### src/nearest_target_radial_acceleration_core_defines.svh
// Assertion macros for the nearest-target radial acceleration core.
// Each macro expects signals named clk and rst_n in the enclosing module.
`ifndef NEAREST_TARGET_RADIAL_ACCELERATION_CORE_DEFINES_SVH
`define NEAREST_TARGET_RADIAL_ACCELERATION_CORE_DEFINES_SVH

// The consequent must hold in the same cycle as the antecedent.
`define NTRA_ASSERT_SAME(lbl, ante, cons, msg) \
  lbl: assert property (@(posedge clk) disable iff (!rst_n) (ante) |-> (cons)) \
    else $error(msg);

// The consequent must hold in the cycle after the antecedent.
`define NTRA_ASSERT_NEXT(lbl, ante, cons, msg) \
  lbl: assert property (@(posedge clk) disable iff (!rst_n) (ante) |=> (cons)) \
    else $error(msg);

`endif

### src/ntra_pkg.sv
// Package for the nearest-target radial acceleration core.
// Holds the fixed field widths, fixed-point constants and register indexes.
// No dependencies.
`timescale 1ns / 1ps
`default_nettype none

package ntra_pkg;

  localparam int NUM_TGT   = 3;
  localparam int TGT_IW    = 2;
  localparam int COORD_W   = 16;
  localparam int SQ_W      = 32;
  localparam int DIST_W    = 16;
  localparam int TS_W      = 32;
  localparam int CFG_W     = 16;
  localparam int CFG_IDX_W = 1;
  localparam int FRAC_BITS = 8;
  localparam int MUL1_W    = DIST_W + 10;
  localparam int N1_W      = MUL1_W + FRAC_BITS;
  localparam int SPD_W     = N1_W + 1;
  localparam int DIV_W     = SPD_W + 10;
  localparam int LIM_W     = CFG_W + FRAC_BITS;
  localparam int ACC_W     = LIM_W + 2;
  localparam int SM_W      = ACC_W + 2;
  localparam int OUT_W     = 17;
  localparam int CNT_W     = 6;

  localparam logic [CFG_IDX_W-1:0] REG_MAX_ACCEL = 1'd0;
  localparam logic [CFG_IDX_W-1:0] REG_MAX_GAP   = 1'd1;

  localparam logic [CFG_W-1:0] MAX_ACCEL_RST = 16'd10000;
  localparam logic [CFG_W-1:0] MAX_GAP_RST   = 16'd1000;

  localparam logic [SQ_W-1:0]  RT_BIT0  = SQ_W'(1) << (SQ_W - 2);
  localparam logic [ACC_W-1:0] RND_HALF = ACC_W'(1) << (FRAC_BITS - 1);
  localparam logic [SM_W-1:0]  SM_RND   = SM_W'(3);

  typedef logic signed [COORD_W-1:0] coord_t;

  function automatic logic [COORD_W-1:0] coord_mag(coord_t v);
    logic [COORD_W-1:0] u;
    u = v;
    return v[COORD_W-1] ? (~u + 1'b1) : u;
  endfunction

endpackage

`default_nettype wire

### src/ntra_in_if.sv
// Input channel of the nearest-target radial acceleration core.
// Carries one radar frame per transaction; depends on ntra_pkg.
`timescale 1ns / 1ps
`default_nettype none

interface ntra_in_if
  import ntra_pkg::*;
();
  logic              valid;
  logic              ready;
  coord_t            target0_x;
  coord_t            target0_y;
  logic              target0_active;
  coord_t            target1_x;
  coord_t            target1_y;
  logic              target1_active;
  coord_t            target2_x;
  coord_t            target2_y;
  logic              target2_active;
  logic [TS_W-1:0]   timestamp_ms;

  modport source (
    output valid, target0_x, target0_y, target0_active,
    output target1_x, target1_y, target1_active,
    output target2_x, target2_y, target2_active, timestamp_ms,
    input  ready
  );

  modport sink (
    input  valid, target0_x, target0_y, target0_active,
    input  target1_x, target1_y, target1_active,
    input  target2_x, target2_y, target2_active, timestamp_ms,
    output ready
  );
endinterface

`default_nettype wire

### src/ntra_out_if.sv
// Result channel of the nearest-target radial acceleration core.
// Carries one acceleration value per transaction; depends on ntra_pkg.
`timescale 1ns / 1ps
`default_nettype none

interface ntra_out_if
  import ntra_pkg::*;
();
  logic                     valid;
  logic                     ready;
  logic signed [OUT_W-1:0]  radial_accel;

  modport source (output valid, radial_accel, input ready);
  modport sink (input valid, radial_accel, output ready);
endinterface

`default_nettype wire

### src/nearest_target_radial_acceleration_core.sv
// Nearest-target radial acceleration core, top level.
// Depends on ntra_pkg, ntra_in_if, ntra_out_if and the assertion macro header.
//
// One transaction per radar frame in, one acceleration result out. Squaring, square root
// and division are bit-serial: three lane squarers run first, the nearest active target is
// chosen next, then the integer square root is taken, and a shared restoring divider
// produces one quotient bit per cycle, first for the speed and then for the acceleration.
// A frame that re-seeds the tracker ends after the square root, a frame with no active
// target after the selection. The result then waits until the output register is free.
// The next frame is accepted as soon as the result has been moved to the output register.
`timescale 1ns / 1ps
`default_nettype none
`include "nearest_target_radial_acceleration_core_defines.svh"

module nearest_target_radial_acceleration_core
  import ntra_pkg::*;
(
  input  logic                  clk,
  input  logic                  rst_n,
  input  logic                  cfg_we,
  input  logic [CFG_IDX_W-1:0]  cfg_idx,
  input  logic [CFG_W-1:0]      cfg_wdata,
  ntra_in_if.sink               in_chan,
  ntra_out_if.source            out_chan
);

  typedef enum logic [3:0] {
    ST_IDLE,
    ST_SQUARE,
    ST_SELECT,
    ST_SQRT,
    ST_DECIDE,
    ST_NUM1,
    ST_DIV,
    ST_SPEED,
    ST_DIFF2,
    ST_MAG2,
    ST_NUM2,
    ST_CLAMP,
    ST_SMOOTH,
    ST_ROUND,
    ST_OUT
  } state_t;

  state_t                state_r;
  logic [CNT_W-1:0]      cnt_r;

  logic [CFG_W-1:0]      max_accel_r;
  logic [CFG_W-1:0]      max_gap_r;

  logic                  tracking_r;
  logic [TGT_IW-1:0]     tracked_idx_r;
  logic [DIST_W-1:0]     last_dist_r;
  logic [SPD_W-1:0]      last_speed_r;
  logic [ACC_W-1:0]      smooth_r;
  logic [TS_W-1:0]       last_time_r;

  logic                  out_valid_r;
  logic [OUT_W-1:0]      out_accel_r;

  logic [NUM_TGT-1:0]    active_r;
  logic [TS_W-1:0]       now_r;
  logic [TS_W-1:0]       elapsed_r;
  logic [SQ_W-1:0]       sq_mcx_r [NUM_TGT];
  logic [SQ_W-1:0]       sq_mcy_r [NUM_TGT];
  logic [COORD_W-1:0]    sq_mpx_r [NUM_TGT];
  logic [COORD_W-1:0]    sq_mpy_r [NUM_TGT];
  logic [SQ_W-1:0]       sq_acc_r [NUM_TGT];
  logic                  found_r;
  logic [SQ_W-1:0]       best_sq_r;
  logic [TGT_IW-1:0]     best_idx_r;
  logic [SQ_W-1:0]       rt_rem_r;
  logic [SQ_W-1:0]       rt_res_r;
  logic [SQ_W-1:0]       rt_bit_r;
  logic [DIST_W:0]       diff1_r;
  logic [DIV_W-1:0]      dv_q_r;
  logic [CFG_W-1:0]      dv_rem_r;
  logic                  dv_neg_r;
  logic                  dv_pass_r;
  logic [SPD_W-1:0]      speed_r;
  logic [SPD_W:0]        sd_r;
  logic [SPD_W-1:0]      sdmag_r;
  logic [LIM_W:0]        accel_r;
  logic [OUT_W-1:0]      res_r;

  logic [COORD_W-1:0]    in_mag_x [NUM_TGT];
  logic [COORD_W-1:0]    in_mag_y [NUM_TGT];
  logic [NUM_TGT-1:0]    in_act;
  logic                  in_accept;
  logic [SQ_W-1:0]       sq_add [NUM_TGT];
  logic [TGT_IW-1:0]     sel_idx;
  logic                  sel_take;
  logic                  sel_found;
  logic                  sel_last;
  logic [SQ_W-1:0]       rt_try;
  logic                  rt_ge;
  logic [DIST_W-1:0]     root_dist;
  logic                  reseed;
  logic [DIST_W:0]       diff1_neg;
  logic [DIST_W-1:0]     diff1_mag;
  logic [MUL1_W-1:0]     num1_mul;
  logic [CFG_W:0]        dv_shift;
  logic [CFG_W:0]        dv_sub;
  logic                  dv_ge;
  logic [SPD_W-1:0]      q1_ext;
  logic [SPD_W:0]        sd_neg;
  logic [DIV_W-1:0]      num2_mul;
  logic [LIM_W-1:0]      lim;
  logic [LIM_W-1:0]      amag;
  logic [SM_W-1:0]       sm_old;
  logic [SM_W-1:0]       sm_new;
  logic [SM_W-1:0]       sm_sum;
  logic [SM_W-1:0]       sm_adj;
  logic [ACC_W-1:0]      rd_mag;
  logic [ACC_W-1:0]      rd_sum;
  logic [OUT_W-1:0]      rd_out;
  logic                  out_free;

  assign in_mag_x[0] = coord_mag(in_chan.target0_x);
  assign in_mag_y[0] = coord_mag(in_chan.target0_y);
  assign in_mag_x[1] = coord_mag(in_chan.target1_x);
  assign in_mag_y[1] = coord_mag(in_chan.target1_y);
  assign in_mag_x[2] = coord_mag(in_chan.target2_x);
  assign in_mag_y[2] = coord_mag(in_chan.target2_y);
  assign in_act = {in_chan.target2_active, in_chan.target1_active, in_chan.target0_active};

  assign in_chan.ready = (state_r == ST_IDLE);
  assign in_accept     = in_chan.valid && (state_r == ST_IDLE);

  always_comb begin
    for (int k = 0; k < NUM_TGT; k++) begin
      sq_add[k] = sq_acc_r[k] + (sq_mpx_r[k][0] ? sq_mcx_r[k] : '0)
                              + (sq_mpy_r[k][0] ? sq_mcy_r[k] : '0);
    end
  end

  assign sel_idx   = cnt_r[TGT_IW-1:0];
  assign sel_take  = active_r[sel_idx] && (!found_r || (sq_acc_r[sel_idx] < best_sq_r));
  assign sel_found = found_r || sel_take;
  assign sel_last  = (sel_idx == TGT_IW'(NUM_TGT - 1));

  assign rt_try    = rt_res_r + rt_bit_r;
  assign rt_ge     = (rt_rem_r >= rt_try);
  assign root_dist = rt_res_r[DIST_W-1:0];

  assign reseed = !tracking_r || (best_idx_r != tracked_idx_r) || (elapsed_r == '0) ||
                  (elapsed_r > TS_W'(max_gap_r));

  // A product by 1000 is formed as x*1024 - x*16 - x*8.
  assign diff1_neg = ~diff1_r + 1'b1;
  assign diff1_mag = diff1_r[DIST_W] ? diff1_neg[DIST_W-1:0] : diff1_r[DIST_W-1:0];
  assign num1_mul  = (MUL1_W'(diff1_mag) << 10) - (MUL1_W'(diff1_mag) << 4)
                   - (MUL1_W'(diff1_mag) << 3);

  assign dv_shift = {dv_rem_r, dv_q_r[DIV_W-1]};
  assign dv_sub   = dv_shift - {1'b0, elapsed_r[CFG_W-1:0]};
  assign dv_ge    = (dv_shift >= {1'b0, elapsed_r[CFG_W-1:0]});

  assign q1_ext   = SPD_W'(dv_q_r[N1_W-1:0]);
  assign sd_neg   = ~sd_r + 1'b1;
  assign num2_mul = (DIV_W'(sdmag_r) << 10) - (DIV_W'(sdmag_r) << 4)
                  - (DIV_W'(sdmag_r) << 3);

  assign lim  = {max_accel_r, {FRAC_BITS{1'b0}}};
  assign amag = (dv_q_r > DIV_W'(lim)) ? lim : dv_q_r[LIM_W-1:0];

  // The smoothed value is (3*old + new)/4, truncated toward zero.
  assign sm_old = {{(SM_W-ACC_W){smooth_r[ACC_W-1]}}, smooth_r};
  assign sm_new = {{(SM_W-LIM_W-1){accel_r[LIM_W]}}, accel_r};
  assign sm_sum = (sm_old << 1) + sm_old + sm_new;
  assign sm_adj = sm_sum[SM_W-1] ? (sm_sum + SM_RND) : sm_sum;

  assign rd_mag = smooth_r[ACC_W-1] ? (~smooth_r + 1'b1) : smooth_r;
  assign rd_sum = rd_mag + RND_HALF;
  assign rd_out = smooth_r[ACC_W-1] ? (~rd_sum[FRAC_BITS +: OUT_W] + 1'b1)
                                    : rd_sum[FRAC_BITS +: OUT_W];

  assign out_free = !out_valid_r || out_chan.ready;

  assign out_chan.valid        = out_valid_r;
  assign out_chan.radial_accel = out_accel_r;

  always_ff @(posedge clk) begin
    if (!rst_n) begin
      state_r       <= ST_IDLE;
      cnt_r         <= '0;
      max_accel_r   <= MAX_ACCEL_RST;
      max_gap_r     <= MAX_GAP_RST;
      tracking_r    <= 1'b0;
      tracked_idx_r <= '0;
      last_dist_r   <= '0;
      last_speed_r  <= '0;
      smooth_r      <= '0;
      last_time_r   <= '0;
      out_valid_r   <= 1'b0;
      out_accel_r   <= '0;
    end else begin
      if (cfg_we) begin
        case (cfg_idx)
          REG_MAX_ACCEL: max_accel_r <= cfg_wdata;
          REG_MAX_GAP:   max_gap_r   <= cfg_wdata;
          default: ;
        endcase
      end

      if (out_chan.ready && (state_r != ST_OUT)) begin
        out_valid_r <= 1'b0;
      end

      case (state_r)
        ST_IDLE: begin
          if (in_accept) begin
            cnt_r   <= CNT_W'(COORD_W);
            state_r <= ST_SQUARE;
          end
        end
        ST_SQUARE: begin
          cnt_r <= cnt_r - 1'b1;
          if (cnt_r == CNT_W'(1)) begin
            state_r <= ST_SELECT;
          end
        end
        ST_SELECT: begin
          if (sel_last) begin
            if (!sel_found) begin
              tracking_r <= 1'b0;
              smooth_r   <= '0;
              state_r    <= ST_OUT;
            end else begin
              cnt_r   <= CNT_W'(SQ_W / 2);
              state_r <= ST_SQRT;
            end
          end else begin
            cnt_r <= cnt_r + 1'b1;
          end
        end
        ST_SQRT: begin
          cnt_r <= cnt_r - 1'b1;
          if (cnt_r == CNT_W'(1)) begin
            state_r <= ST_DECIDE;
          end
        end
        ST_DECIDE: begin
          if (reseed) begin
            tracking_r    <= 1'b1;
            tracked_idx_r <= best_idx_r;
            last_dist_r   <= root_dist;
            last_speed_r  <= '0;
            smooth_r      <= '0;
            last_time_r   <= now_r;
            state_r       <= ST_OUT;
          end else begin
            state_r <= ST_NUM1;
          end
        end
        ST_NUM1: begin
          cnt_r   <= CNT_W'(N1_W);
          state_r <= ST_DIV;
        end
        ST_DIV: begin
          cnt_r <= cnt_r - 1'b1;
          if (cnt_r == CNT_W'(1)) begin
            state_r <= dv_pass_r ? ST_CLAMP : ST_SPEED;
          end
        end
        ST_SPEED: state_r <= ST_DIFF2;
        ST_DIFF2: state_r <= ST_MAG2;
        ST_MAG2:  state_r <= ST_NUM2;
        ST_NUM2: begin
          cnt_r   <= CNT_W'(DIV_W);
          state_r <= ST_DIV;
        end
        ST_CLAMP: begin
          last_dist_r  <= root_dist;
          last_speed_r <= speed_r;
          last_time_r  <= now_r;
          state_r      <= ST_SMOOTH;
        end
        ST_SMOOTH: begin
          smooth_r <= sm_adj[ACC_W+1:2];
          state_r  <= ST_ROUND;
        end
        ST_ROUND: state_r <= ST_OUT;
        ST_OUT: begin
          if (out_free) begin
            out_valid_r <= 1'b1;
            out_accel_r <= res_r;
            state_r     <= ST_IDLE;
          end
        end
        default: state_r <= ST_IDLE;
      endcase
    end
  end

  always_ff @(posedge clk) begin
    case (state_r)
      ST_IDLE: begin
        if (in_accept) begin
          active_r  <= in_act;
          now_r     <= in_chan.timestamp_ms;
          elapsed_r <= in_chan.timestamp_ms - last_time_r;
          found_r   <= 1'b0;
          for (int k = 0; k < NUM_TGT; k++) begin
            sq_mcx_r[k] <= SQ_W'(in_mag_x[k]);
            sq_mcy_r[k] <= SQ_W'(in_mag_y[k]);
            sq_mpx_r[k] <= in_mag_x[k];
            sq_mpy_r[k] <= in_mag_y[k];
            sq_acc_r[k] <= '0;
          end
        end
      end
      ST_SQUARE: begin
        for (int k = 0; k < NUM_TGT; k++) begin
          sq_acc_r[k] <= sq_add[k];
          sq_mcx_r[k] <= sq_mcx_r[k] << 1;
          sq_mcy_r[k] <= sq_mcy_r[k] << 1;
          sq_mpx_r[k] <= sq_mpx_r[k] >> 1;
          sq_mpy_r[k] <= sq_mpy_r[k] >> 1;
        end
      end
      ST_SELECT: begin
        if (sel_take) begin
          found_r    <= 1'b1;
          best_sq_r  <= sq_acc_r[sel_idx];
          best_idx_r <= sel_idx;
        end
        if (sel_last) begin
          rt_rem_r <= sel_take ? sq_acc_r[sel_idx] : best_sq_r;
          rt_res_r <= '0;
          rt_bit_r <= RT_BIT0;
          res_r    <= '0;
        end
      end
      ST_SQRT: begin
        rt_rem_r <= rt_ge ? (rt_rem_r - rt_try) : rt_rem_r;
        rt_res_r <= (rt_res_r >> 1) + (rt_ge ? rt_bit_r : '0);
        rt_bit_r <= rt_bit_r >> 2;
      end
      ST_DECIDE: begin
        diff1_r <= {1'b0, root_dist} - {1'b0, last_dist_r};
        res_r   <= '0;
      end
      ST_NUM1: begin
        dv_q_r    <= {num1_mul, {FRAC_BITS{1'b0}}, {(DIV_W-N1_W){1'b0}}};
        dv_rem_r  <= '0;
        dv_neg_r  <= diff1_r[DIST_W];
        dv_pass_r <= 1'b0;
      end
      ST_DIV: begin
        dv_rem_r <= dv_ge ? dv_sub[CFG_W-1:0] : dv_shift[CFG_W-1:0];
        dv_q_r   <= {dv_q_r[DIV_W-2:0], dv_ge};
      end
      ST_SPEED: begin
        speed_r <= dv_neg_r ? (~q1_ext + 1'b1) : q1_ext;
      end
      ST_DIFF2: begin
        sd_r <= {speed_r[SPD_W-1], speed_r} - {last_speed_r[SPD_W-1], last_speed_r};
      end
      ST_MAG2: begin
        dv_neg_r <= sd_r[SPD_W];
        sdmag_r  <= sd_r[SPD_W] ? sd_neg[SPD_W-1:0] : sd_r[SPD_W-1:0];
      end
      ST_NUM2: begin
        dv_q_r    <= num2_mul;
        dv_rem_r  <= '0;
        dv_pass_r <= 1'b1;
      end
      ST_CLAMP: begin
        accel_r <= dv_neg_r ? (~{1'b0, amag} + 1'b1) : {1'b0, amag};
      end
      ST_ROUND: begin
        res_r <= rd_out;
      end
      default: ;
    endcase
  end

  `NTRA_ASSERT_SAME(a_div_rem_below_divisor, state_r == ST_DIV,
    dv_rem_r < elapsed_r[CFG_W-1:0], "divider remainder reached the divisor")
  `NTRA_ASSERT_SAME(a_root_bit_onehot, state_r == ST_SQRT,
    $onehot(rt_bit_r), "square root trial bit is not one-hot")
  `NTRA_ASSERT_NEXT(a_accept_starts_squaring, in_accept,
    state_r == ST_SQUARE, "accepted transaction did not start the squarers")
  `NTRA_ASSERT_SAME(a_nonzero_needs_tracking, $rose(out_valid_r) && (out_accel_r != '0),
    tracking_r, "nonzero result while the tracker is not tracking")

endmodule

`default_nettype wire
### src/flat_wrapper.sv
// flat-port wrapper written by rule: the top's interface ports become plain ports
module nearest_target_radial_acceleration_core_flat import ntra_pkg::*;
  (clk, rst_n, cfg_we, cfg_idx, cfg_wdata, in_chan_valid, in_chan_target0_x, in_chan_target0_y, in_chan_target0_active, in_chan_target1_x, in_chan_target1_y, in_chan_target1_active, in_chan_target2_x, in_chan_target2_y, in_chan_target2_active, in_chan_timestamp_ms, in_chan_ready, out_chan_valid, out_chan_radial_accel, out_chan_ready);
  ntra_in_if in_chan_i ();
  ntra_out_if out_chan_i ();
  input  logic clk;
  input  logic rst_n;
  input  logic cfg_we;
  input  logic [CFG_IDX_W-1:0] cfg_idx;
  input  logic [CFG_W-1:0] cfg_wdata;
  input wire logic [$bits(in_chan_i.valid)-1:0] in_chan_valid;
  input wire logic [$bits(in_chan_i.target0_x)-1:0] in_chan_target0_x;
  input wire logic [$bits(in_chan_i.target0_y)-1:0] in_chan_target0_y;
  input wire logic [$bits(in_chan_i.target0_active)-1:0] in_chan_target0_active;
  input wire logic [$bits(in_chan_i.target1_x)-1:0] in_chan_target1_x;
  input wire logic [$bits(in_chan_i.target1_y)-1:0] in_chan_target1_y;
  input wire logic [$bits(in_chan_i.target1_active)-1:0] in_chan_target1_active;
  input wire logic [$bits(in_chan_i.target2_x)-1:0] in_chan_target2_x;
  input wire logic [$bits(in_chan_i.target2_y)-1:0] in_chan_target2_y;
  input wire logic [$bits(in_chan_i.target2_active)-1:0] in_chan_target2_active;
  input wire logic [$bits(in_chan_i.timestamp_ms)-1:0] in_chan_timestamp_ms;
  output wire logic [$bits(in_chan_i.ready)-1:0] in_chan_ready;
  output wire logic [$bits(out_chan_i.valid)-1:0] out_chan_valid;
  output wire logic [$bits(out_chan_i.radial_accel)-1:0] out_chan_radial_accel;
  input wire logic [$bits(out_chan_i.ready)-1:0] out_chan_ready;
  assign in_chan_i.valid = in_chan_valid;
  assign in_chan_i.target0_x = in_chan_target0_x;
  assign in_chan_i.target0_y = in_chan_target0_y;
  assign in_chan_i.target0_active = in_chan_target0_active;
  assign in_chan_i.target1_x = in_chan_target1_x;
  assign in_chan_i.target1_y = in_chan_target1_y;
  assign in_chan_i.target1_active = in_chan_target1_active;
  assign in_chan_i.target2_x = in_chan_target2_x;
  assign in_chan_i.target2_y = in_chan_target2_y;
  assign in_chan_i.target2_active = in_chan_target2_active;
  assign in_chan_i.timestamp_ms = in_chan_timestamp_ms;
  assign in_chan_ready = in_chan_i.ready;
  assign out_chan_valid = out_chan_i.valid;
  assign out_chan_radial_accel = out_chan_i.radial_accel;
  assign out_chan_i.ready = out_chan_ready;
  nearest_target_radial_acceleration_core u_core (.clk(clk), .rst_n(rst_n), .cfg_we(cfg_we), .cfg_idx(cfg_idx), .cfg_wdata(cfg_wdata), .in_chan(in_chan_i), .out_chan(out_chan_i));
endmodule
### config.mk
export PLATFORM = sky130hd
export DESIGN_NAME = nearest_target_radial_acceleration_core_flat
export DESIGN_NICKNAME = d
export VERILOG_FILES = /design/src/ntra_pkg.sv /design/src/ntra_in_if.sv /design/src/ntra_out_if.sv /design/src/nearest_target_radial_acceleration_core.sv /design/src/flat_wrapper.sv
export VERILOG_INCLUDE_DIRS = /design/src /design/src/src
export SDC_FILE = /design/constraint.sdc
export NUM_CORES = 2
export LEC_CHECK = 0
export ABC_AREA = 1
export BUFFER_PORTS_ARGS = -buffer_cell sky130_fd_sc_hd__buf_4
export CORE_ASPECT_RATIO = 0.7
export CORE_UTILIZATION = 35
export DETAILED_ROUTE_END_ITERATION = 8
export REMOVE_ABC_BUFFERS = 1
export SYNTH_ARGS = -nofsm -noshare
export SYNTH_HDL_FRONTEND = slang
export SYNTH_SLANG_ARGS = --single-unit
### constraint.sdc
create_clock -name clk -period 91.6 [get_ports clk]
set_input_delay 13.74 -clock clk [delete_from_list [all_inputs] [get_ports clk]]
set_output_delay 13.74 -clock clk [all_outputs]
set_load 0.1 [all_outputs]
==> implementation parameters <==
Parameter                              Value

Power
  Total power divided by cell area ... 30.5 mW/mm^2
  Peak supply drop ... 22.2 uV
  Sum of internal, switching and leakage power ... 2.35 mW
  Standby leakage power ... 33.9 nW

Cells and area
  P&R area growth vs syn ... 11.5%
  Fillcell total ... 19930
  Number of nets at the end of the flow ... 9590
  Final standard cell area without fillers ... roughly 0.077 sq mm
  Share of post-route cells with drive strength above 1 ... under 10%

Die
  Die X-Extent ... 533 um
  Ports ... 172
  Row cnt ... 136
  Starting utilization of the core area ... 35.2%
  Die boundary height ... 374 um
  Standard cell core area ... ~0.20 sq mm
  Total Die Area ... 0.199 sq mm

Place
  Port buffer count ... 171
  GPL Wtd Cong ... 0.952
  DP Wirelength ... 156000 um
  Instance area at placement ... 0.0733 sq mm

STA
  Hold violation total from the final report ... 0
  Final cycle utilization of the critical path ... 18.8%
  Fin. max-slew vios ... 0
  Relative slew slack ... 15.9%
  Maximum clock frequency ... 58.0 MHz
  RSZ-0062 raised after global routing ... false
  Setup total negative slack ... 0 ns
  Worst-case clock skew ... between 0.08 and 0.09 ns
  Crit path time final ... 17.25 ns
  Transition at the pin with the smallest max-transition slack ... 1.25 ns
  Setup violators final ... 0

Clocking
  Number of clock buffers inserted by TritonCTS ... 104
  CTS H-Tree Depth ... 3
  Skew-Pair Late Insertion Delay ... 0.76 ns
  Number of gates resized after CTS ... 0
  TritonCTS sink count ... ~970
  Root Buffer ... sky130_fd_sc_hd__clkbuf_16
  Clock tree buffer depth ... 3
  CTS tree ... built
  Clock-pin slew reported for the worst setup and hold paths after clock tree synthesis ... ~0.060 ns
  Post-CTS Setup Inserts ... 0
  Post-CTS Hold Buffers ... 0

Worst setup path
  CP startpoint kind ... input port
  Cell breakdown of the critical path ... buf_4, inv_1, o21ai_4, buf_4, buf_4, buf_4, buf_4
  Required time of the critical path ... 91.95 ns
  Reg-to-reg setup timing slack ... 84.13 ns
  Dominant delay contributor by cell family on the critical path ... buffers and inverters
  Reg-to-reg critical path startpoint ... u_core.rt_res_r[2]
  Category of the worst setup path capture point ... register
  Critical path class ... input port to register
  Arrival time at the worst endpoint ... 17.60 ns
  Critical path buffers and inverters ... 6
  Cell occurring most often along the worst timing path ... sky130_fd_sc_hd__buf_4
  Critical Path Slowest Stage Cell ... sky130_fd_sc_hd__buf_4
  Worst r2r dst ... u_core.rt_res_r[24]
  Crit path largest cell delay ... slightly above 0.8 ns
  Worst r2r path cells ... 37
  Maximum net fanout on the critical path ... 71

Synth
  Leading register cell type out of synthesis ... sky130_fd_sc_hd__edfxtp_1
  Number of warning messages in the yosys log ... 0
  Number of storage elements in the synthesis netlist ... a little under 1000
  Cell type contributing the most total cell area after synthesis ... sky130_fd_sc_hd__edfxtp_1
  Syn Area/Cell ... 7.92 sq um
  Post-synthesis sequential area ratio ... 39.5%
  Synthesized cell area ... 0.0691 sq mm
  Synth top area share ... ~35%
  FFs w/ async S/R, synth ... 0%
  Count of distinct cell types in the synthesized netlist ... between 60 and 70
  Most common cell in the synthesized netlist ... sky130_fd_sc_hd__nand2_1
  Number of flops mapped to enable cells by yosys ... 794
  Cell types occupying the most area after synthesis ... sky130_fd_sc_hd__edfxtp_1, sky130_fd_sc_hd__nand2_1, sky130_fd_sc_hd__ha_1, sky130_fd_sc_hd__inv_1, sky130_fd_sc_hd__a21oi_1
  Most numerous cell types in the synthesized netlist ... sky130_fd_sc_hd__nand2_1, sky130_fd_sc_hd__inv_1, sky130_fd_sc_hd__edfxtp_1, sky130_fd_sc_hd__a21oi_1, sky130_fd_sc_hd__nor2_1
  Synthesized instance count ... 8721

GRT
  Total global routing track utilization ... about a fifth
  Vias in the first global route ... 54948
  Total congestion overflow after global routing ... 0
  Initial antenna violation count ... 8
  First-pass GRT wire length ... 314000 um
  Pin count of the biggest net entering global routing ... 92

Detailed routing
  Number of remaining DRC errors ... 0
  Final routed wirelength across all metal layers ... 202000 um
  Vias after detailed routing ... 58937
  Starting DRC count in detailed routing ... around 6000
  Number of nets still failing antenna checks after routing ... 0
  Count of TritonRoute iterations in the first routing pass ... 6
  Post-DR wirelength/cell ... about 17 um
  Via density per instance ... 5.10

Min path
  Hold EP ... u_core.out_chan.radial_accel[10]
  Worst Hold Path Cells ... 2
  Worst Min Path Start ... u_core.out_chan.radial_accel[10]
  HP Class ... register to register

Job
  Number of max-cap violations ... 0

Run status
  Status ... finished, final reports clean
-- cell type report --
| cell class | instances | area [sq um] | area share, % |
|---|---|---|---|
| Clock buffer | 134 | 2860 | 3.71 |
| Multi-Input combinational cell | 6118 | 35700 | 46.3 |
| Tap cell | 2622 | 3280 | 4.26 |
| Inverter | 1426 | 5360 | 6.96 |
| Antenna cell | 6 | 15.0 | 0.0195 |
| Sequential cell | 968 | 27300 | 35.5 |
| Timing Repair Buffer | 218 | 1640 | 2.12 |
| Clock inverter | 63 | 876 | 1.14 |
-- how the worst max path moves through the flow --
stage	start	endpoint	slack [ns]	depth (start not counted)
4_1_cts	in_chan_valid	u_core.sq_mcy_r[0][62]	74.32	7
3_3_place_gp	in_chan_valid	u_core.sq_mcx_r[0][62]	73.58	7
5_1_grt	in_chan_valid	u_core.sq_mcy_r[0][63]	74.07	7
2_1_floorplan	in_chan_valid	u_core.sq_acc_r[0][0]	49.45	2
3_5_place_dp	in_chan_valid	u_core.sq_mcx_r[0][62]	73.53	7
6_report	in_chan_valid	u_core.sq_acc_r[1][29]	74.35	7
-- kinds of logic (layout without fill, tap and decap cells) --
group	count (synthesis)	in the layout	synth area share (%)
flops	968	968	39.5
xor+xnor	268	268	3.40
other cells	0	6	0
simple gates	3520	3520	21.6
buf+inv	1635	1841	8.97
fa+ha+maj	601	601	12.7
compound gates	1729	1729	13.9
-- cells in the final DEF (no fill, tap or decap), drive strengths merged, types with 62 or more instances in the layout --
| master | instances |
|---|---|
| nand2 | 2009 |
| inv | 1430 |
| edfxtp | 794 |
| a21oi | 762 |
| nor2 | 751 |
| o21ai | 578 |
| nand3 | 461 |
| ha | 437 |
| buf | 218 |
| dfxtp | 174 |
| xor2 | 169 |
| fa | 164 |
| clkbuf | 134 |
| xnor2 | 99 |
| nor3 | 96 |
| a31oi | 91 |
| nand4 | 79 |
| o211ai | 62 |
-- registers in the layout, indices dropped and copies added, names as in the netlist, 25 cells and up, named ones only --
register / count
u_core.accel_r: 25
u_core.best_sq_r: 32
u_core.dv_q_r: 45
u_core.smooth_r: 26
u_core.last_time_r: 32
u_core.sdmag_r: 35
u_core.sq_mcx_r: 96
u_core.elapsed_r: 32
u_core.sq_mcy_r: 96
u_core.rt_res_r: 32
u_core.last_speed_r: 35
u_core.sd_r: 36
u_core.sq_mpy_r: 48
u_core.now_r: 32
u_core.rt_rem_r: 32
u_core.sq_mpx_r: 48
u_core.sq_acc_r: 96
u_core.speed_r: 35
-- metal layers --
layer  GRT usage [%]  share of wire [%]  vias up
met4            3.83                1.7        2
met5               0             0.0035        -
li1                -                  -    29158
met1            31.9                 52    27722
met2            26.3                 38     1855
met3            4.27                8.6      200
-- worst register-to-register path, delay by kind of cell (launching register included) --
kind	cells	cell delay, ns
flops	1	0.51
compound gates	12	3.00
buf+inv	5	0.73
fa+ha+maj	4	1.14
simple gates	15	1.78
xor+xnor	1	0.13
-- through the flow --
stage / std cells / utilization (%) / setup WS, ns / hold WS [ns]
6_report: 11555 / 39.3 / 74.35 / 0.461
5_1_grt: 11551 / 39.3 / 74.07 / 0.480
4_1_cts: 11549 / 39.3 / 74.32 / 0.464
3_5_place_dp: 11352 / 37.3 / 73.53 / 0.455
3_3_place_gp: 11352 / 37.3 / 73.58 / 0.448
2_1_floorplan: 8512 / - / 49.45 / 0.426
-- where the power goes --
part | switching [mW] | internal (mW)
combinational | 0.790 | 0.355
clock | 0.198 | 0.268
sequential | 0.0677 | 0.669
total | 1.06 | 1.29
Power figures use the tool's default switching activity.
